`src/design/skt_ram.sv`:
```
// Generic single-write, single-read RAM with a registered read port.
// Depends on nothing; width and depth are parameters.
module skt_ram #(
    parameter int WIDTH = 8,
    parameter int DEPTH = 16
) (
    input  logic                     aclk,
    input  logic                     we,
    input  logic [$clog2(DEPTH)-1:0] waddr,
    input  logic [WIDTH-1:0]         wdata,
    input  logic [$clog2(DEPTH)-1:0] raddr,
    output logic [WIDTH-1:0]         rdata
);

    logic [WIDTH-1:0] mem [DEPTH];
    logic [WIDTH-1:0] rdata_reg;

    // Write port, and read port returning the old contents on a collision.
    always_ff @(posedge aclk) begin
        if (we) begin
            mem[waddr] <= wdata;
        end
        rdata_reg <= mem[raddr];
    end

    assign rdata = rdata_reg;

endmodule

```
`config.mk`:
```
export PLATFORM = sky130hd
export DESIGN_NAME = skt_ram
export DESIGN_NICKNAME = d
export VERILOG_FILES = /design/src/design/skt_ram.sv
export SDC_FILE = /design/constraint.sdc
export NUM_CORES = 1
export LEC_CHECK = 0
export BUFFER_PORTS_ARGS = -buffer_cell sky130_fd_sc_hd__buf_2
export CAP_MARGIN = 20
export CORE_ASPECT_RATIO = 1.2
export CORE_MARGIN = 2
export CORE_UTILIZATION = 60
export CTS_CLUSTER_SIZE = 24
export DETAILED_ROUTE_END_ITERATION = 8
export PLACE_DENSITY = 0.83
export SYNTH_ARGS = -nofsm -noshare
export SYNTH_HDL_FRONTEND = slang
export SYNTH_SLANG_ARGS = --single-unit
export TNS_END_PERCENT = 10
```
`constraint.sdc`:
```
create_clock -name aclk -period 2.4 [get_ports aclk]
set_input_delay 0.48 -clock aclk [delete_from_list [all_inputs] [get_ports aclk]]
set_output_delay 0.48 -clock aclk [all_outputs]
set_load 0.1 [all_outputs]
```
==> PnR_summary.wiki <==
{| class="wikitable"
! Metric !! Value
|-
| Die H || 105.5 um
|-
| # diodes || 0
|-
| Met1 track demand over resource || 0.3126
|-
| Ratio of final minimum period to clock period || 0.7373
|-
| CP Buf/Inv Count || 1
|-
| Maximum vdd drop || 0.6081 mV
|-
| GR met2 Demand/Resource || 0.3620
|-
| Data arrival, critical path || 1.29 ns
|-
| DR pass1 iterations || 4
|-
| CTS Buffer Depth || 2
|-
| Number of synthesized register bits || 136
|-
| DRC violations left || 0
|-
| Final hold violations || 0
|-
| CP Class || flop to primary output
|-
| Remaining global-route overflow || 0
|-
| Slowest Stage Delay on Critical Path || 0.44 ns
|-
| Number of hold buffers added after cts || 0
|-
| Root buffer cell || sky130_fd_sc_hd__clkbuf_8
|-
| Max_cap viols || 0
|-
| Std cell rows || 37
|-
| Highest clock rate || 0.5651 GHz
|-
| Total area of multi-input combinational cells || 0.001057 mm2
|-
| Power per standard cell area || 903.9 mW/mm2
|-
| Final WL || 9685 um
|-
| Post-synth cell types || 19
|-
| Worst-Margin Slew || 0.6125 ns
|-
| Synthesized area per cell || 22.48 um2
|-
| Routed len/inst || 23.51 um
|-
| Clk sink count || 136
|-
| Setup crit start kind || flop
|-
| Post CTS Setup Buffer Count || 0
|-
| Fraction of layout cells with a size suffix above 1 || 0.3153
|-
| Maximum number of pins on one net before global-route repair || 33
|-
| Final setup violation count || 0
|-
| Cell taking the most area after synthesis || sky130_fd_sc_hd__edfxtp_1
|-
| Area Growth Syn to Fin || 17.89%
|-
| Top cell type's share of synthesized area || 0.7467
|-
| Biggest fanout along the worst timing path || 1
|-
| Post-CTS Resized || 0
|-
| Floorplan die width || 88.56 um
|-
| Routed via count || 2,458
|-
| Dominant delay contributor by cell family on the critical path || buffers and inverters
|-
| Netlist area before placement || 0.005147 mm2
|-
| Worst-skew pair later-pin latency || 0.50 ns
|-
| Cts bufs inserted || 17
|-
| Antenna violations before repair || 0
|-
| Clock tree skew after final layout || 0.008401 ns
|-
| Cell at the slowest stage of the critical path || sky130_fd_sc_hd__buf_2
|-
| Gate count of the mapped netlist || 229
|-
| Die footprint || 0.009339 mm2
|-
| Max reg flops || 128
|-
| CTS clk-pin slew, worst paths || 0.06 ns
|-
| DP HPWL || 5764 um
|-
| Number of fill cells || 501
|-
| Worst hold-check slack || 0.3643 ns
|-
| Static Leak || 2.078 nW
|-
| Slew headroom || 0.5902
|-
| Routability cong. || 0.7351
|-
| Met3 Resource Use GR || 0.06030
|-
| Commonest non-fill, non-tap cell in the layout || sky130_fd_sc_hd__edfxtp_1
|-
| Avg Vias per Cell || 5.966
|-
| Kind of path behind the tightest hold check || input pin to flop
|-
| Starting DRT DRC Count || 306
|-
| Net count after synthesis || 247
|-
| I/O pin cnt || 26
|-
| Final slew viol count || 0
|-
| Count of nets left with antenna violations after detail routing || 0
|-
| Cells taking the most area after synthesis || sky130_fd_sc_hd__edfxtp_1 75%, sky130_fd_sc_hd__mux4_2 7.9%, sky130_fd_sc_hd__mux4_1 7.1%
|-
| Part of the Yosys area used for sequential elements || 0.7778
|-
| Layer with the highest usage after global routing || met2
|-
| Global-route wire length before repair || 14,900 um
|-
| Setup repair after global routing missed its margin || false
|-
| Kind of end point of the critical path || primary output
|-
| Most frequent cells in the layout || 128 x sky130_fd_sc_hd__edfxtp_1, 25 x sky130_fd_sc_hd__buf_2, 18 x sky130_fd_sc_hd__mux4_2
|-
| Final layout net count || 300
|-
| Required time worst endpoint || 1.92 ns
|-
| Vias in the first global route || 2,599
|-
| Effective utilization at floorplan || 0.6076
|-
| Count of input and output buffers || 25
|-
| H-tree depth || 4
|-
| Cell-by-cell trace of the critical path || buf_2
|-
| Total Routing Usage GR || 0.2328
|-
| Period minus WS final || 1.770 ns
|-
| Ys Warns || 0
|-
| Clock tree from TritonCTS || built
|-
| Sequential cell area || 0.004004 mm2
|-
| Core Box Area || 0.008472 mm2
|-
| Outcome || completed
|-
| Setup tns final || 0 ns
|}
cells by family (layout without fill, tap and decap cells):
family	Yosys count	after routing	share of synthesized area
muxes	32	32	0.1502
AOI/OAI and AO/OA	16	16	0.02334
and+or+nand+nor	35	35	0.03184
buffers and inverters	10	76	0.01677
DFF	136	136	0.7778
cell type report:
cell class	count	area share
Clock buffer	19	0.06948
Clock inverter	13	0.02412
Multi-Input combinational cell	83	0.1742
Sequential cell	136	0.6598
Tap cell	117	0.02412
Timing Repair Buffer	44	0.04825
stage by stage:
step | util | power (mW) | cell area [um2] | instances | setup slack (ns)
after floorplan | - | 2.967 | 5147 | 229 | 0.4271
after global placement | 0.6492 | 3.067 | 5500 | 380 | 0.4375
after detailed placement | 0.6492 | 3.077 | 5500 | 380 | 0.4358
after CTS | 0.7163 | 5.510 | 6068 | 412 | 0.6185
after global routing | 0.7163 | 5.636 | 6068 | 412 | 0.5806
final | 0.7163 | 5.485 | 6068 | 412 | 0.6305
cells in the mapped netlist (all sizes together):
library cell	instances
and2b	1
nand2b	2
clkdlybuf4s25	3
nand3b	2
nor2b	1
mux4	32
buf	7
edfxtp	128
or3b	1
nand3	1
and2	1
nand2	9
nor3	4
nor2	13
dfxtp	8
a22oi	16
worst reg2reg max path, stage by stage (launching register included):
cell,delay (ns)
sky130_fd_sc_hd__edfxtp_1,0.42
sky130_fd_sc_hd__mux4_1,0.57
sky130_fd_sc_hd__a22oi_1,0.26
sky130_fd_sc_hd__nand2_1,0.08
per-layer routing:
metal,part of all wire,wire [um]
met1,0.38,3639
met2,0.52,5032
met3,0.076,737
met4,0.028,276
met5,0,0
power by group:
group	leakage (nW)	total [mW]	internal, mW	switching (mW)
clock network	0.274	2.46	1.49	0.965
logic	0.581	0.355	0.107	0.249
registers	1.22	2.67	2.66	0.0177
final timing paths:
| check | startpoint | to | slack, ns | cells past startpoint |
|---|---|---|---|---|
| worst max-delay path | rdata[4] | rdata[4] | 0.63 | 1 |
| worst min-delay path | wdata[7] | mem[11][7] | 0.36 | 1 |
| worst max register to register | mem[0][5] | rdata[5] | 0.96 | 3 |
| worst min register to register | mem[14][1] | rdata[1] | 0.66 | 3 |
Power figures use the tool's default switching activity.
