## config.mk

```make
export PLATFORM = sky130hd
export DESIGN_NAME = skt_search_unit
export DESIGN_NICKNAME = d
export VERILOG_FILES = /design/src/design/skt_pkg.sv /design/src/design/skt_search_unit.sv
export SDC_FILE = /design/constraint.sdc
export NUM_CORES = 1
export LEC_CHECK = 0
export BUFFER_PORTS_ARGS = -buffer_cell sky130_fd_sc_hd__buf_2
export CORE_MARGIN = 3
export CORE_UTILIZATION = 35
export DETAILED_ROUTE_END_ITERATION = 10
export GPL_TIMING_DRIVEN = 0
export PLACE_DENSITY = 0.72
export SYNTH_ARGS = -nofsm -noshare
export SYNTH_HDL_FRONTEND = slang
export SYNTH_SLANG_ARGS = --single-unit
export TNS_END_PERCENT = 5
```

## constraint.sdc

```tcl
create_clock -name aclk -period 3.48 [get_ports aclk]
set_input_delay 0.348 -clock aclk [delete_from_list [all_inputs] [get_ports aclk]]
set_output_delay 0.348 -clock aclk [all_outputs]
set_load 0.01 [all_outputs]
```

## src/design/skt_pkg.sv

```systemverilog
// Shared types and constants for the sorted key table.
// Holds the beat structs, action and status codes, and table sizing.
// No dependencies.
package skt_pkg;

    // Table sizing.
    localparam int DEPTH   = 64;
    localparam int IDX_W   = $clog2(DEPTH);
    localparam int CNT_W   = $clog2(DEPTH + 1);
    localparam int KEY_W   = 64;
    localparam int PAY_W   = 32;
    localparam int ENTRY_W = KEY_W + PAY_W;
    localparam int POS_W   = 6;
    localparam int ACT_W   = 3;
    localparam int STAT_W  = 3;
    localparam int OCNT_W  = 7;

    // Configuration port.
    localparam int PADDR_W = 3;
    localparam int PDATA_W = 32;
    localparam logic REG_DESCENDING = 1'b0;
    localparam logic REG_ALLOW_DUP  = 1'b1;

    typedef enum logic [ACT_W-1:0] {
        ACT_ADD    = 3'd0,
        ACT_REMOVE = 3'd1,
        ACT_FIND   = 3'd2,
        ACT_GET    = 3'd3,
        ACT_DELETE = 3'd4
    } action_t;

    typedef enum logic [STAT_W-1:0] {
        STAT_OK        = 3'd0,
        STAT_NOT_FOUND = 3'd1,
        STAT_DUPLICATE = 3'd2,
        STAT_FULL      = 3'd3,
        STAT_RANGE     = 3'd4
    } status_t;

    typedef struct packed {
        logic [ACT_W-1:0] action;
        logic [KEY_W-1:0] key;
        logic [PAY_W-1:0] payload;
        logic [POS_W-1:0] position;
    } in_beat_t;

    typedef struct packed {
        logic [STAT_W-1:0] status;
        logic [KEY_W-1:0]  key_out;
        logic [PAY_W-1:0]  payload_out;
        logic [OCNT_W-1:0] count;
    } out_beat_t;

    // Commands from the sequencer to the search unit.
    typedef struct packed {
        logic start;
        logic compare;
    } search_cmd_t;

    // Search unit status back to the sequencer.
    typedef struct packed {
        logic             open;
        logic             hit;
        logic [IDX_W-1:0] mid;
        logic [CNT_W-1:0] where;
    } search_stat_t;

endpackage

```

## src/design/skt_search_unit.sv

```systemverilog
// Binary search unit: holds the low/high bounds and the shared key comparator.
// Depends on skt_pkg for sizing and the command/status structs.
module skt_search_unit
    import skt_pkg::*;
(
    input  logic             aclk,
    input  logic             aresetn,
    input  search_cmd_t      cmd,
    input  logic [KEY_W-1:0] key,
    input  logic             descending,
    input  logic [CNT_W-1:0] count,
    input  logic [KEY_W-1:0] probe_key,
    output search_stat_t     stat
);

    localparam int SUM_W = CNT_W + 1;

    // The upper bound is kept as high + 1 so that it never goes negative.
    logic [CNT_W-1:0] low_reg, low_next;
    logic [CNT_W-1:0] hi1_reg, hi1_next;
    logic             hit_reg, hit_next;
    logic [SUM_W-1:0] sum;
    logic [IDX_W-1:0] mid;
    logic             key_eq;
    logic             go_left;

    // Midpoint of the open interval, rounded down.
    always_comb begin
        sum = SUM_W'(low_reg) + SUM_W'(hi1_reg) - SUM_W'(1);
        mid = sum[IDX_W:1];
    end

    // Shared comparator, with the sort direction folded in.
    assign key_eq  = (key == probe_key);
    assign go_left = (key < probe_key) ^ descending;

    // Bound update.
    always_comb begin
        low_next = low_reg;
        hi1_next = hi1_reg;
        hit_next = hit_reg;
        if (cmd.start) begin
            low_next = '0;
            hi1_next = count;
            hit_next = 1'b0;
        end else if (cmd.compare) begin
            if (key_eq) begin
                hit_next = 1'b1;
            end else if (go_left) begin
                hi1_next = CNT_W'(mid);
            end else begin
                low_next = CNT_W'(mid) + CNT_W'(1);
            end
        end
    end

    always_ff @(posedge aclk) begin
        if (!aresetn) begin
            low_reg <= '0;
            hi1_reg <= '0;
            hit_reg <= 1'b0;
        end else begin
            low_reg <= low_next;
            hi1_reg <= hi1_next;
            hit_reg <= hit_next;
        end
    end

    // On a hit the bounds hold still, so the midpoint is the hit index.
    always_comb begin
        stat.open  = !hit_reg && (low_reg < hi1_reg);
        stat.hit   = hit_reg;
        stat.mid   = mid;
        stat.where = hit_reg ? CNT_W'(mid) : low_reg;
    end

endmodule

```

==> results of run 1 <==
cell families (layout without fill, tap and decap cells):
family          count (synthesis)  after routing  share of synthesized area (%)
simple gates                  103            103                           18.8
buf+inv                        96            254                           12.6
fa+ha+maj                      82             82                           35.0
compound gates                 82             82                           18.0
flops                          15             15                           10.2
xor+xnor                        9              9                           2.67
mux                             8              8                           2.76
routing by layer:
layer / vias up / track usage (%) / wire length [µm]
met5: - / 0 / 0
met4: 0 / 3.41 / 105
met2: 95 / 31.5 / 4080
met1: 1393 / 20.7 / 3530
li1: 1685 / - / -
met3: 10 / 1.86 / 454
final cells by class:
class                   count  area, µm²  share of cell area, %
repair buffers            154        771                   19.8
flip-flops and latches     15        300                   7.71
multi-input cells         284       2280                   58.5
well taps                 102        128                   3.28
clock buffers               4       45.0                   1.16
plain buffers               7       37.5                  0.964
inverters                  89        334                   8.58
synth_stat cells, types with 2 or more instances:
cell type  instances
a211oi_1           4
a21o_1             4
a21oi_1           32
a21oi_2            2
a221oi_2           2
and2_1             3
and3_1             2
clkbuf_1           5
dfxtp_1           15
ha_1              81
inv_1             89
mux2i_1            7
nand2_1           32
nand2b_1           4
nand3_1           13
nand3b_1           3
nand4_1           16
nor2_1            10
nor2b_1            3
nor3_1             5
nor4_1             5
o211ai_1           5
o21a_1             2
o21ai_0           17
o21bai_1           3
xnor2_1            8
worst max-delay path, stage by stage (launching register included):
cell and delay [ps]:
dfxtp_1 370, inv_1 60, ha_1 280, inv_1 130, ha_1 260, a21o_1 160
a21oi_1 240, o21bai_1 90, a21oi_1 180, xnor2_1 280, nand2_1 90, o21ai_0 80
buf_2 150
power by group through the flow:
stage | Sequential (mW) | Clock (mW) | Combinational (mW)
after floorplan | 0.205 | 0 | 0.579
after global placement | 0.208 | 0 | 0.833
after detailed placement | 0.209 | 0 | 0.859
after CTS | 0.206 | 0.144 | 0.865
after global routing | 0.209 | 0.152 | 0.971
final | 0.206 | 0.141 | 0.861
worst min-delay path by stage:
| stage | depth (start not counted) | end | start |
|---|---|---|---|
| after CTS | 3 | hi1_reg[5]$_SDFFE_PN0P_ | count[5] |
| final | 3 | hi1_reg[5]$_SDFFE_PN0P_ | count[5] |
| after global routing | 3 | hi1_reg[2]$_SDFFE_PN0P_ | count[2] |
| after detailed placement | 2 | low_reg[0]$_SDFFE_PP0P_ | low_reg[0]$_SDFFE_PP0P_ |
| after floorplan | 2 | low_reg[6]$_SDFFE_PP0P_ | low_reg[6]$_SDFFE_PP0P_ |
| after global placement | 2 | low_reg[0]$_SDFFE_PP0P_ | low_reg[0]$_SDFFE_PP0P_ |
==> metrics.cfg, run 1 <==
[cells_and_area]
diodes=0
fill_cells=784
finalNetCount=776
post-route-cell-area_um2=3890
final_util_pct=48.9
area_growth_pct=32.0
final_cells=655
layout_commonest_cell=buf_2
final_cell_mix=buf_2, inv_1, ha_1
drive_gt1_share_pct=31.1

[sta]
relSlewSlack_pct=48.4
tightest_slew_ps=767
timing.fmax_mhz=337
timing.final.crit_period_ps=2970
slew_violations=0
layout_setup_ws_ps=514
setup_viol=0
final_hold_viol_count=0
rsz0062_at_grt=no
timing.hold.ws_ps=341
finalSetupTns_ps=0
post-route-period-util_pct=85.2
skew_ps=1.30

[placed_design]
dp_slack_ps=590
globalplace.congestion=0.767
dp.final_hpwl_mm=7.53
placedCellCount=651
placed_cell_area_um2=3850
portBuffers=154

[floorplanning]
io_pins=155
core_um2=7970
initial_utilization_pct=37.0
die_area_um2=9570
num_rows=32
die_w_um=97.8
dieHeight_um=97.8

[synth]
yosysUniqueCellTypes=49
synthFlopType=dfxtp_1
synth-edff-count=0
netlist_area_um2=2950
netlist_instances=395
synthArstFlopShare_pct=0
synth_top_area_share_pct=34.3
yosys.area.top_type=ha_1
ys_seq_area_share_pct=10.2
syn_nets=617
ys_warn_count=0
syn_area_per_cell_um2=7.47
synthTopCellsByArea=ha_1, inv_1, dfxtp_1
synth-seq-cells=15

[clocking]
hold_buffers=0
cts_buffers=3
cts_resized=0
h-tree-depth=1
root_buffer=clkbuf_8
cts_sinks=15
clk_latency_ps=250
cts.path.max_buffers=2
cts_tree=built
clkTransAtPathRegs_ps=60
cts_setup_buffers=0

[setup_path]
rr_worst_depth=12
cp-start-kind=flop
r2r_slack_ps=850
r2r-end=low_reg[5]$_SDFFE_PP0P_
crit_arrival_ps=2620
r2r_start=low_reg[1]$_SDFFE_PP0P_
worst_ep_required_time_ps=3130
startpoint=low_reg[2]$_SDFFE_PP0P_
timing.critical_path.to=stat[5]
crit_path_max_fanout=5
path_class=reg2out
cp-end-kind=primary output

[power]
netSwitchingPower_mw=0.550
p_per_area_nw_per_um2=310
clkPwrFrac_pct=11.6
combPwrFrac_pct=71.3
peakVddDrop_mv=0.162
p_total_mw=1.21
power.leakage_nw=2.25
switching_share_pct=45.6
p_int_mw=0.657
sequentialPowerShare_pct=17.0

[drt]
vias_per_cell=4.86
totalWireLength_mm=8.17
ant_nets=0
drcViolationCount=0
vias=3183
wl_per_cell_um=12.5
drt-initial-drc-count=67
drt-pass1-iter-count=4

[flow_run]
maxCapViolCount=0

[hold_path]
hold_class=in2reg

[global_routing]
grt-ovfl-total=0
grt_pass1_wl_mm=14.0
grt_pass1_vias=3246
grt_max_degree=11
antenna_found_initial=0
grt_usage_pct=16.9

[outcome]
run_status=finished clean

Power figures use the tool's default switching activity.
==> run 2, diff against run 1 <==
--- a/config.mk
+++ b/config.mk
@@ -11,6 +11,7 @@
 export DETAILED_ROUTE_END_ITERATION = 10
 export GPL_TIMING_DRIVEN = 0
 export PLACE_DENSITY = 0.72
+export RECOVER_POWER = 25
 export SYNTH_ARGS = -nofsm -noshare
 export SYNTH_HDL_FRONTEND = slang
 export SYNTH_SLANG_ARGS = --single-unit
==> constraint.sdc (replaced) <==
create_clock -name aclk -period 3.75 [get_ports aclk]
set_input_delay 0.375 -clock aclk [delete_from_list [all_inputs] [get_ports aclk]]
set_output_delay 0.375 -clock aclk [all_outputs]
set_load 0.01 [all_outputs]
==> metrics.cfg, run 2 (synthesized netlist as in run 1, its figures left out) <==
[outcome]
run_status=finished clean  ; unchanged

[placed_design]
globalplace.congestion=0.767  ; unchanged
portBuffers=154  ; unchanged
dp_slack_ps=833  ; was 590 ps
placedCellCount=651  ; unchanged
dp.final_hpwl_mm=7.53  ; unchanged
placed_cell_area_um2=3850  ; unchanged

[cells_and_area]
final_cells=655  ; unchanged
final_cell_mix=buf_2, inv_1, ha_1  ; unchanged
area_growth_pct=31.8  ; was 32.0%
final_util_pct=48.8  ; was 48.9%
layout_commonest_cell=buf_2  ; unchanged
fill_cells=786  ; was 784
post-route-cell-area_um2=3890  ; about the same
diodes=0  ; unchanged
drive_gt1_share_pct=30.2  ; was 31.1%
finalNetCount=776  ; unchanged

[sta]
slew_violations=0  ; unchanged
skew_ps=1.31  ; was 1.30 ps
timing.final.crit_period_ps=2990
post-route-period-util_pct=79.7
final_hold_viol_count=0  ; unchanged
relSlewSlack_pct=48.4  ; about the same
layout_setup_ws_ps=762  ; was 514 ps
timing.fmax_mhz=335
finalSetupTns_ps=0  ; unchanged
setup_viol=0  ; unchanged
rsz0062_at_grt=no  ; unchanged
tightest_slew_ps=767  ; about the same
timing.hold.ws_ps=368  ; was 341 ps

[clocking]
cts_buffers=3  ; unchanged
cts.path.max_buffers=2  ; unchanged
h-tree-depth=1  ; unchanged
root_buffer=clkbuf_8  ; unchanged
hold_buffers=0  ; unchanged
clk_latency_ps=250  ; about the same
cts_setup_buffers=0  ; unchanged
cts_tree=built  ; unchanged
cts_sinks=15  ; unchanged
cts_resized=0  ; unchanged
clkTransAtPathRegs_ps=60  ; about the same

[setup_path]
crit_path_max_fanout=5  ; unchanged
cp_slowest_cell=dfxtp_1  ; unchanged
cp-end-kind=primary output  ; unchanged
r2r_slack_ps=1110  ; was 850 ps
cpPeakStageDelay_ps=370  ; about the same
crit_chain=inv_1 -> ha_1 -> inv_1 -> ha_1 -> a21o_1 -> a21oi_1 -> o21bai_1 -> a21oi_1 -> xnor2_1 -> nand2_1 -> o21ai_0 -> buf_2  ; unchanged
path_class=reg2out  ; unchanged
cp-start-kind=flop  ; unchanged
crit_arrival_ps=2610  ; was 2620 ps
worst_ep_required_time_ps=3380  ; was 3130 ps

[drt]
drcViolationCount=0  ; unchanged
ant_nets=0  ; unchanged
vias_per_cell=4.85  ; was 4.86
totalWireLength_mm=8.17  ; about the same
drt-initial-drc-count=60  ; was 67
drt-pass1-iter-count=4  ; unchanged
wl_per_cell_um=12.5  ; about the same
vias=3176  ; was 3183

[hold_path]
hold_class=in2reg  ; unchanged

[global_routing]
use_met3_pct=1.86  ; unchanged
antenna_found_initial=0  ; unchanged
met2_usage_pct=31.5  ; unchanged
grt_pass1_vias=3246  ; unchanged
grt-ovfl-total=0  ; unchanged
gr-usage-met1_pct=20.7  ; unchanged
grt_pass1_wl_mm=14.0  ; unchanged
top_usage_layer=met2  ; unchanged
grt_max_degree=11  ; unchanged
grt_usage_pct=16.9  ; unchanged

[power]
p_total_mw=1.12  ; was 1.21 mW
switching_share_pct=45.8  ; was 45.6%
combPwrFrac_pct=71.3  ; about the same
sequentialPowerShare_pct=17.1  ; was 17.0%
clkPwrFrac_pct=11.7  ; was 11.6%
power.leakage_nw=2.24  ; was 2.25 nW
p_int_mw=0.605  ; was 0.657 mW
netSwitchingPower_mw=0.512  ; was 0.550 mW
p_per_area_nw_per_um2=287  ; was 310 nW/µm²
peakVddDrop_mv=0.148  ; was 0.162 mV

[floorplanning]
die_area_um2=9570  ; unchanged
core_um2=7970  ; unchanged
die_w_um=97.8  ; unchanged
initial_utilization_pct=37.0  ; unchanged
dieHeight_um=97.8  ; unchanged
num_rows=32  ; unchanged
io_pins=155  ; unchanged

[flow_run]
maxCapViolCount=0  ; unchanged

## run 2: cell types whose count changed in the layout (fill, tap and decap cells not counted)
cell,delta
buf_2,-5
clkbuf_1,+5
buf_4,-1
clkbuf_4,+1
## run 2: path summary, 6_finish.rpt
path	from	end	cells past startpoint
hold / removal	count[5]	hi1_reg[5]$_SDFFE_PN0P_	3
hold reg to reg	low_reg[4]$_SDFFE_PP0P_	low_reg[4]$_SDFFE_PP0P_	2
setup / recovery	low_reg[2]$_SDFFE_PP0P_	stat[5]	12
setup reg to reg	low_reg[1]$_SDFFE_PP0P_	low_reg[5]$_SDFFE_PP0P_	12
## run 2: worst max-delay path, delay by kind of cell (launching register included)
| family | cells | cell delay [ps] |
|---|---|---|
| and+or+nand+nor | 1 | 90 |
| DFF | 1 | 370 |
| AOI/OAI and AO/OA | 5 | 750 |
| xor gates and xnor gates | 1 | 280 |
| buffers and inverters | 3 | 340 |
| adders and majority gates | 2 | 540 |
## run 2: power groups by stage
stage	Sequential, mW	Combinational (mW)	Clock (mW)
after floorplan	0.190	0.537	0
after global placement	0.193	0.773	0
after detailed placement	0.194	0.798	0
after CTS	0.191	0.803	0.133
after global routing	0.194	0.897	0.141
final	0.191	0.796	0.130
## run 2: per-layer routing
| metal | up-vias | part of all wire [%] |
|---|---|---|
| li1 | 1682 | - |
| met1 | 1393 | 43 |
| met2 | 91 | 50 |
| met3 | 10 | 5.3 |
| met4 | 0 | 1.3 |
| met5 | - | 0 |
## run 2: area by class of cell
| class | instances | area [µm²] | share of cell area [%] |
|---|---|---|---|
| inverters | 89 | 334 | 8.59 |
| well taps | 102 | 128 | 3.28 |
| clock buffers | 4 | 45.0 | 1.16 |
| multi-input cells | 284 | 2280 | 58.6 |
| plain buffers | 7 | 37.5 | 0.965 |
| repair buffers | 154 | 764 | 19.7 |
| flip-flops and latches | 15 | 300 | 7.72 |
